[src/triangle_face_normal_defines.svh]
// assertion macros for the triangle face normal block
`ifndef TRIANGLE_FACE_NORMAL_DEFINES_SVH
`define TRIANGLE_FACE_NORMAL_DEFINES_SVH

// same-cycle implication, checked while out of reset
`define TFN_ASSERT_IMP(lbl, ante, cons, msg) \
  lbl: assert property (@(posedge clk) disable iff (!rst_n) (ante) |-> (cons)) \
    else $error(msg);

// next-cycle implication, checked while out of reset
`define TFN_ASSERT_NXT(lbl, ante, cons, msg) \
  lbl: assert property (@(posedge clk) disable iff (!rst_n) (ante) |=> (cons)) \
    else $error(msg);

`endif

[src/tfn_pkg.sv]
// shared widths, stage indexes and lane type of the triangle face normal block
`timescale 1ns / 1ps

package tfn_pkg;

  localparam int COORD_BITS = 16;
  localparam int IN_W       = ((9 * COORD_BITS + 7) / 8) * 8;
  localparam int NRM_W      = 16;
  localparam int OUT_W      = 3 * NRM_W;

  // edge, product, cross magnitude, square and sum widths
  localparam int EW   = COORD_BITS + 1;
  localparam int PW   = 2 * COORD_BITS + 2;
  localparam int NMW  = 2 * COORD_BITS + 1;
  localparam int SQW  = 2 * NMW;
  localparam int SUMW = SQW + 2;

  // root digits and the working width of the digit recurrence
  localparam int ROOT_BITS = 16;
  localparam int RBI_W     = $clog2(ROOT_BITS);
  localparam int SCALE_SH  = 2 * (ROOT_BITS - 1);
  localparam int WW        = SUMW + 2 * ROOT_BITS;

  // pipeline stage indexes
  localparam int ST_E  = 0;
  localparam int ST_P  = 1;
  localparam int ST_X  = 2;
  localparam int ST_Q  = 3;
  localparam int ST_S  = 4;
  localparam int ST_R0 = 5;
  localparam int ST_O  = ST_R0 + ROOT_BITS;
  localparam int NST   = ST_O + 1;

  typedef struct packed {
    logic [WW-1:0]        rem;
    logic [WW-1:0]        bms;
    logic [SUMW-1:0]      sum;
    logic [ROOT_BITS-1:0] m;
    logic                 neg;
    logic                 degen;
  } lane_t;

endpackage

[src/tfn_root_step.sv]
// one registered digit step of the length-normalizing root recurrence
`timescale 1ns / 1ps

module tfn_root_step (
  input  logic                       clk,
  input  logic                       en,
  input  logic [tfn_pkg::RBI_W-1:0]  bit_idx,
  input  tfn_pkg::lane_t             d,
  output tfn_pkg::lane_t             q
);

  logic [tfn_pkg::RBI_W:0]  sh1;
  logic [tfn_pkg::RBI_W:0]  sh2;
  logic [tfn_pkg::WW-1:0]   trial;
  logic                     take;
  tfn_pkg::lane_t           q_nxt;

  assign sh1 = {1'b0, bit_idx} + {{tfn_pkg::RBI_W{1'b0}}, 1'b1};
  assign sh2 = {bit_idx, 1'b0};

  // cost of setting digit j: 2^(j+1)*m*S + 2^(2j)*S
  assign trial = (d.bms << sh1) + (tfn_pkg::WW'(d.sum) << sh2);
  assign take  = (trial <= d.rem);

  always_comb begin
    q_nxt = d;
    if (take) begin
      q_nxt.rem       = d.rem - trial;
      q_nxt.bms       = d.bms + (tfn_pkg::WW'(d.sum) << bit_idx);
      q_nxt.m[bit_idx] = 1'b1;
    end
  end

  always_ff @(posedge clk) begin
    if (en) begin
      q <= q_nxt;
    end
  end

endmodule

[config.mk]
export PLATFORM = sky130hd
export DESIGN_NAME = tfn_root_step
export DESIGN_NICKNAME = d
export VERILOG_FILES = /design/src/triangle_face_normal_defines.svh /design/src/tfn_pkg.sv /design/src/tfn_root_step.sv
export SDC_FILE = /design/constraint.sdc
export NUM_CORES = 2
export LEC_CHECK = 0
export BUFFER_PORTS_ARGS = -buffer_cell sky130_fd_sc_hd__buf_2
export CAP_MARGIN = 30
export CORE_ASPECT_RATIO = 1.5
export CORE_MARGIN = 2
export CORE_UTILIZATION = 54
export CTS_CLUSTER_DIAMETER = 30
export DETAILED_ROUTE_END_ITERATION = 12
export PLACE_DENSITY = 0.8
export SLEW_MARGIN = 25
export SYNTH_ARGS = -nofsm -noshare
export SYNTH_HDL_FRONTEND = slang
export SYNTH_SLANG_ARGS = --single-unit
[constraint.sdc]
create_clock -name clk -period 9.6 [get_ports clk]
set_input_delay 0 -clock clk [delete_from_list [all_inputs] [get_ports clk]]
set_output_delay 0 -clock clk [all_outputs]
set_load 0.01 [all_outputs]
# == Word-level counts from Yosys, hierarchy flattened ==
# Cells that the tools add are included.
# word_totals
reg_bits,286
input_bits,292
output_inout_bits,286
# classes
add_sub_neg,4
n_lt_le_gt_ge,3
n_shift,3
muxes,4
n_bitwise,1
reduce_logical,1
# op_table
cell,count
$add 100x100->100,2
$mux 200,1
$le 100x100->1,1
$shl 100x5->100,1
$shl 68x4->100,1
$shl 68x5->100,1
$sub 100x100->100,1
$mux 16,1
$or 16x16->16,1
$add 4x1->5 const B,1
$lt 4x5->1 const B,1
$demux 1 s4,1
$ge 4x1->1 const B,1
$logic_and 1x1->1,1
$mux 1,1

# == Logic depth before layout (Yosys ltp) ==
# logic_depth
depth_word,6
mapped_depth,46
depth_no_buf,33

# == Least setup slack after synthesis ==
# Ideal clock, no wire load.
# synth_path
path_type,input to register
startpoint,input port bit_idx[0] (netlist name)
endpoint,register q[148] (netlist name) (data pin)
setup_time_ns,0.262
arrival_time_ns,9.638
t_required_ns,9.338
setup_slack_ns,-0.301
stages,42
path_buffers,13
cell_sequence,clkbuf_1 > clkbuf_1 > inv_2 > buf_1 > ha_1 > clkbuf_1 > clkbuf_1 > buf_1 > buf_1 > clkbuf_1 > mux4_2 > nand2_1 > nand2_1 > a21oi_1 > nor2_1 > ha_1 > clkbuf_1 > nand3_1 > [... 6 more ...] > a21oi_1 > o31ai_1 > a21oi_1 > xor2_1 > ha_1 > clkbuf_1 > nand4_1 > or3_1 > nor4_1 > nand4_1 > nor4_1 > a2111o_1 > a21oi_4 > buf_6 > buf_6 > buf_6 > nor4b_2 > nor3_1
# synth_rtl
element,line,rtl
"start, declared",tfn_root_step.sv:7,"input logic [tfn_pkg::RBI_W-1:0] bit_idx,"
"end signal, assigned",tfn_root_step.sv:36,q <= q_nxt;
"end, declared",tfn_root_step.sv:9,output tfn_pkg::lane_t q

==> flow_summary.ini <==
[timing]
worst_slew_pin_slew_ns = 1.11
slew_viol_final = 0
achievable-frequency_ghz = 0.111
worst_slew_margin_rel_pct = 25.1
final_critical_path_setup_slack_ns = 0.611
rsz0062_at_grt = no
final-setup-viol-count = 0
hold_viol = 0
min_period_ns = 8.99
final.setup.tns_ns = 0
timing.final.crit_share_pct = 93.6

[placement]
cell_count_after_placement = 6204
detailedPlacementHpwl_um = 122000
post-place-ws_ns = 0.801
portBuffers = 577
routabilityCongestion = 1.03

[cells_and_area]
drive_gt1_share_pct = 15.9
syn_to_final_growth_pct = 21.5
layout_top_registers = q: 286 flops
flip_flop_count_of_the_largest_register_after_layout = 286
fill_cells = 5908
top_register = q
design.final.nets = 6227
finish.cell_count_without_fillers = 6604

[synthesis]
netlist.area_leader.share_pct = 22.1
synth.avg_cell_area_um2 = 7.87
synthDistinctLibCells = 91
yosysSeqAreaShare_pct = 22.1
synthesis.area_um2 = 38900
synth_seq_cells = 286
synth_enable_flop_cells = 286
synth.most_common_cell = sky130_fd_sc_hd__nand2_1
synthesis.instances = 4948
synthArstFlopShare_pct = 0
synthesis.yosys.warnings = 0
yosys-top-cells-count = sky130_fd_sc_hd__nand2_1 (771), sky130_fd_sc_hd__o21ai_0 (607), sky130_fd_sc_hd__a21oi_1 (446)
synth_nets = 5528
dominantRegCellSynth = sky130_fd_sc_hd__edfxtp_1
ys_top_cells_by_area = sky130_fd_sc_hd__edfxtp_1 (22%), sky130_fd_sc_hd__mux2i_1 (9.7%), sky130_fd_sc_hd__ha_1 (9.2%), sky130_fd_sc_hd__o21ai_0 (7.8%), sky130_fd_sc_hd__nand2_1 (7.4%)
yosys.area.top_type = sky130_fd_sc_hd__edfxtp_1

[die]
dieHeight_um = 333
floorplan.io_pins = 578
design.core.area_um2 = 71300
chipWidth_um = 223
die_area_um2 = 74300
num_rows = 120
start_util_pct = 54.6

[clocking]
tritoncts_num_sinks = 286
cts_inserted_buffers = 51
post_cts_resize_count = 0
clk_path_buf_depth = 3
post_cts.repair.setup_buffers = 0
tritoncts_clock_tree = done
worst_setup_hold_path_clk_slew_ns = 0.06
clock_tree_root = sky130_fd_sc_hd__clkbuf_16
holdBufCountCts = 302
clock_tree.htree_level_count = 2

[global_route]
track_usage_pct = 40.7
grt_antenna_before_repair = 2
grt_first_pass_wirelength_um = 237000
vias_in_the_first_global_route = 42000
grt_overflow = 0
grt_start_max_net_pins = 218

[detailed_routing]
vias = 42800
remaining_drc_errors = 0
drt_first_iter_violations = 4597
drt_pass1_iterations = 11
drt-total-wl_um = 158000
ant_nets = 0
dr_wl_cell_um = 24.0
via_per_inst = 6.48

[pwr]
powerDensity_nw_per_um2 = 239
vdd.ir_drop.worst_mv = 0.163
static-leakage-power_nw = 20.7
report.power.total_mw = 11.3

[worst_setup_path]
cp_slowest_cell = sky130_fd_sc_hd__ha_4
crit_path_max_fanout = 47
critical_path_arrival_ns = 9.36
crit_path_max_incr_delay_ns = 0.63
criticalPathCategory = in -> reg
worstSetupStartpointType = input pin
required_time_of_the_worst_setup_path_ns = 9.97
critical_path.endpoint = q[177]
worst_setup_path_end_kind = flop
crit_path_frequent_cell = sky130_fd_sc_hd__buf_4
critPathLaunch = bit_idx[1]

[flow_run]
drv_cap = 0

[status]
status = complete, no violations

[min_path]
hold_path_class = in -> reg
## layout make-up
class	count	area, µm²	share of cell area, %
antenna	2	5.00	0.0106
multi-input combinational	4255	28800	60.9
clock buffer	57	1300	2.75
timing repair buffer	957	6670	14.1
inverter	96	362	0.765
sequential	286	8590	18.2
tap	915	1140	2.42
clock inverter	36	440	0.931
## layer usage
layer | vias to the layer above | global-route usage [%] | part of all wire (%)
li1 | 19700 | - | -
met1 | 20000 | 46.9 | 37
met2 | 2448 | 71.0 | 48
met3 | 625 | 6.24 | 7.9
met4 | 0 | 24.3 | 6.7
met5 | - | 0 | 0
## worst max-delay path, delay by kind of cell
kind / cells / cell delay [ns]
AOI/OAI and AO/OA: 9 / 2.32
and+or+nand+nor: 10 / 2.44
adders and majority gates: 3 / 1.49
xor gates and xnor gates: 2 / 0.33
buffers and inverters: 9 / 1.93
muxes: 2 / 0.74
## worst min path at each step
| stage | slack, ns | cells after the start | to | startpoint |
|---|---|---|---|---|
| detailed placement | 0.18 | 1 | q[1] | d[1] |
| finish | 0.08 | 4 | q[16] | bit_idx[1] |
| global placement | 0.18 | 1 | q[1] | d[1] |
| global route | 0.1 | 4 | q[8] | bit_idx[1] |
| floorplan | 0.1 | 0 | q[0] | d[0] |
| CTS | 0.03 | 4 | q[8] | bit_idx[1] |
## through the flow
| stage | hold WS, ns | area [µm²] | utilization [%] |
|---|---|---|---|
| after floorplan | 0.0989 | 38900 | - |
| after detailed placement | 0.185 | 42500 | 59.5 |
| after global placement | 0.183 | 42500 | 59.5 |
| after CTS | 0.0349 | 47200 | 66.2 |
| final | 0.0777 | 47300 | 66.3 |
| after global routing | 0.0972 | 47300 | 66.3 |
## power breakdown
part | leakage [nW] | internal [mW] | switching [mW]
clock network | 0.830 | 1.13 | 0.741
registers | 2.79 | 1.84 | 0.104
logic | 17.1 | 2.78 | 4.71
## layout by cell type (no fill, tap or decap), drive strengths merged, types with 81 or more instances in the layout
master	count
o21bai	81
edfxtp	286
buf	655
ha	285
nand2	772
a21o	134
xnor2	154
mux2i	376
nor2	313
a21oi	447
nand4	84
dlygate4sd3	302
inv	105
xor2	132
o21ai	634
## kinds of logic (layout without fill, tap and decap cells)
logic type	Yosys count	count (layout)	synth area share [%]
xor+xnor	286	286	6.43
flops	286	286	22.1
simple gates	1588	1588	18.5
fa+ha+maj	288	288	9.31
buf+inv	407	1146	4.19
compound gates	1617	1617	24.7
other cells	0	2	0
mux	476	476	14.8
No activity file was read; power rests on OpenSTA's default activity.
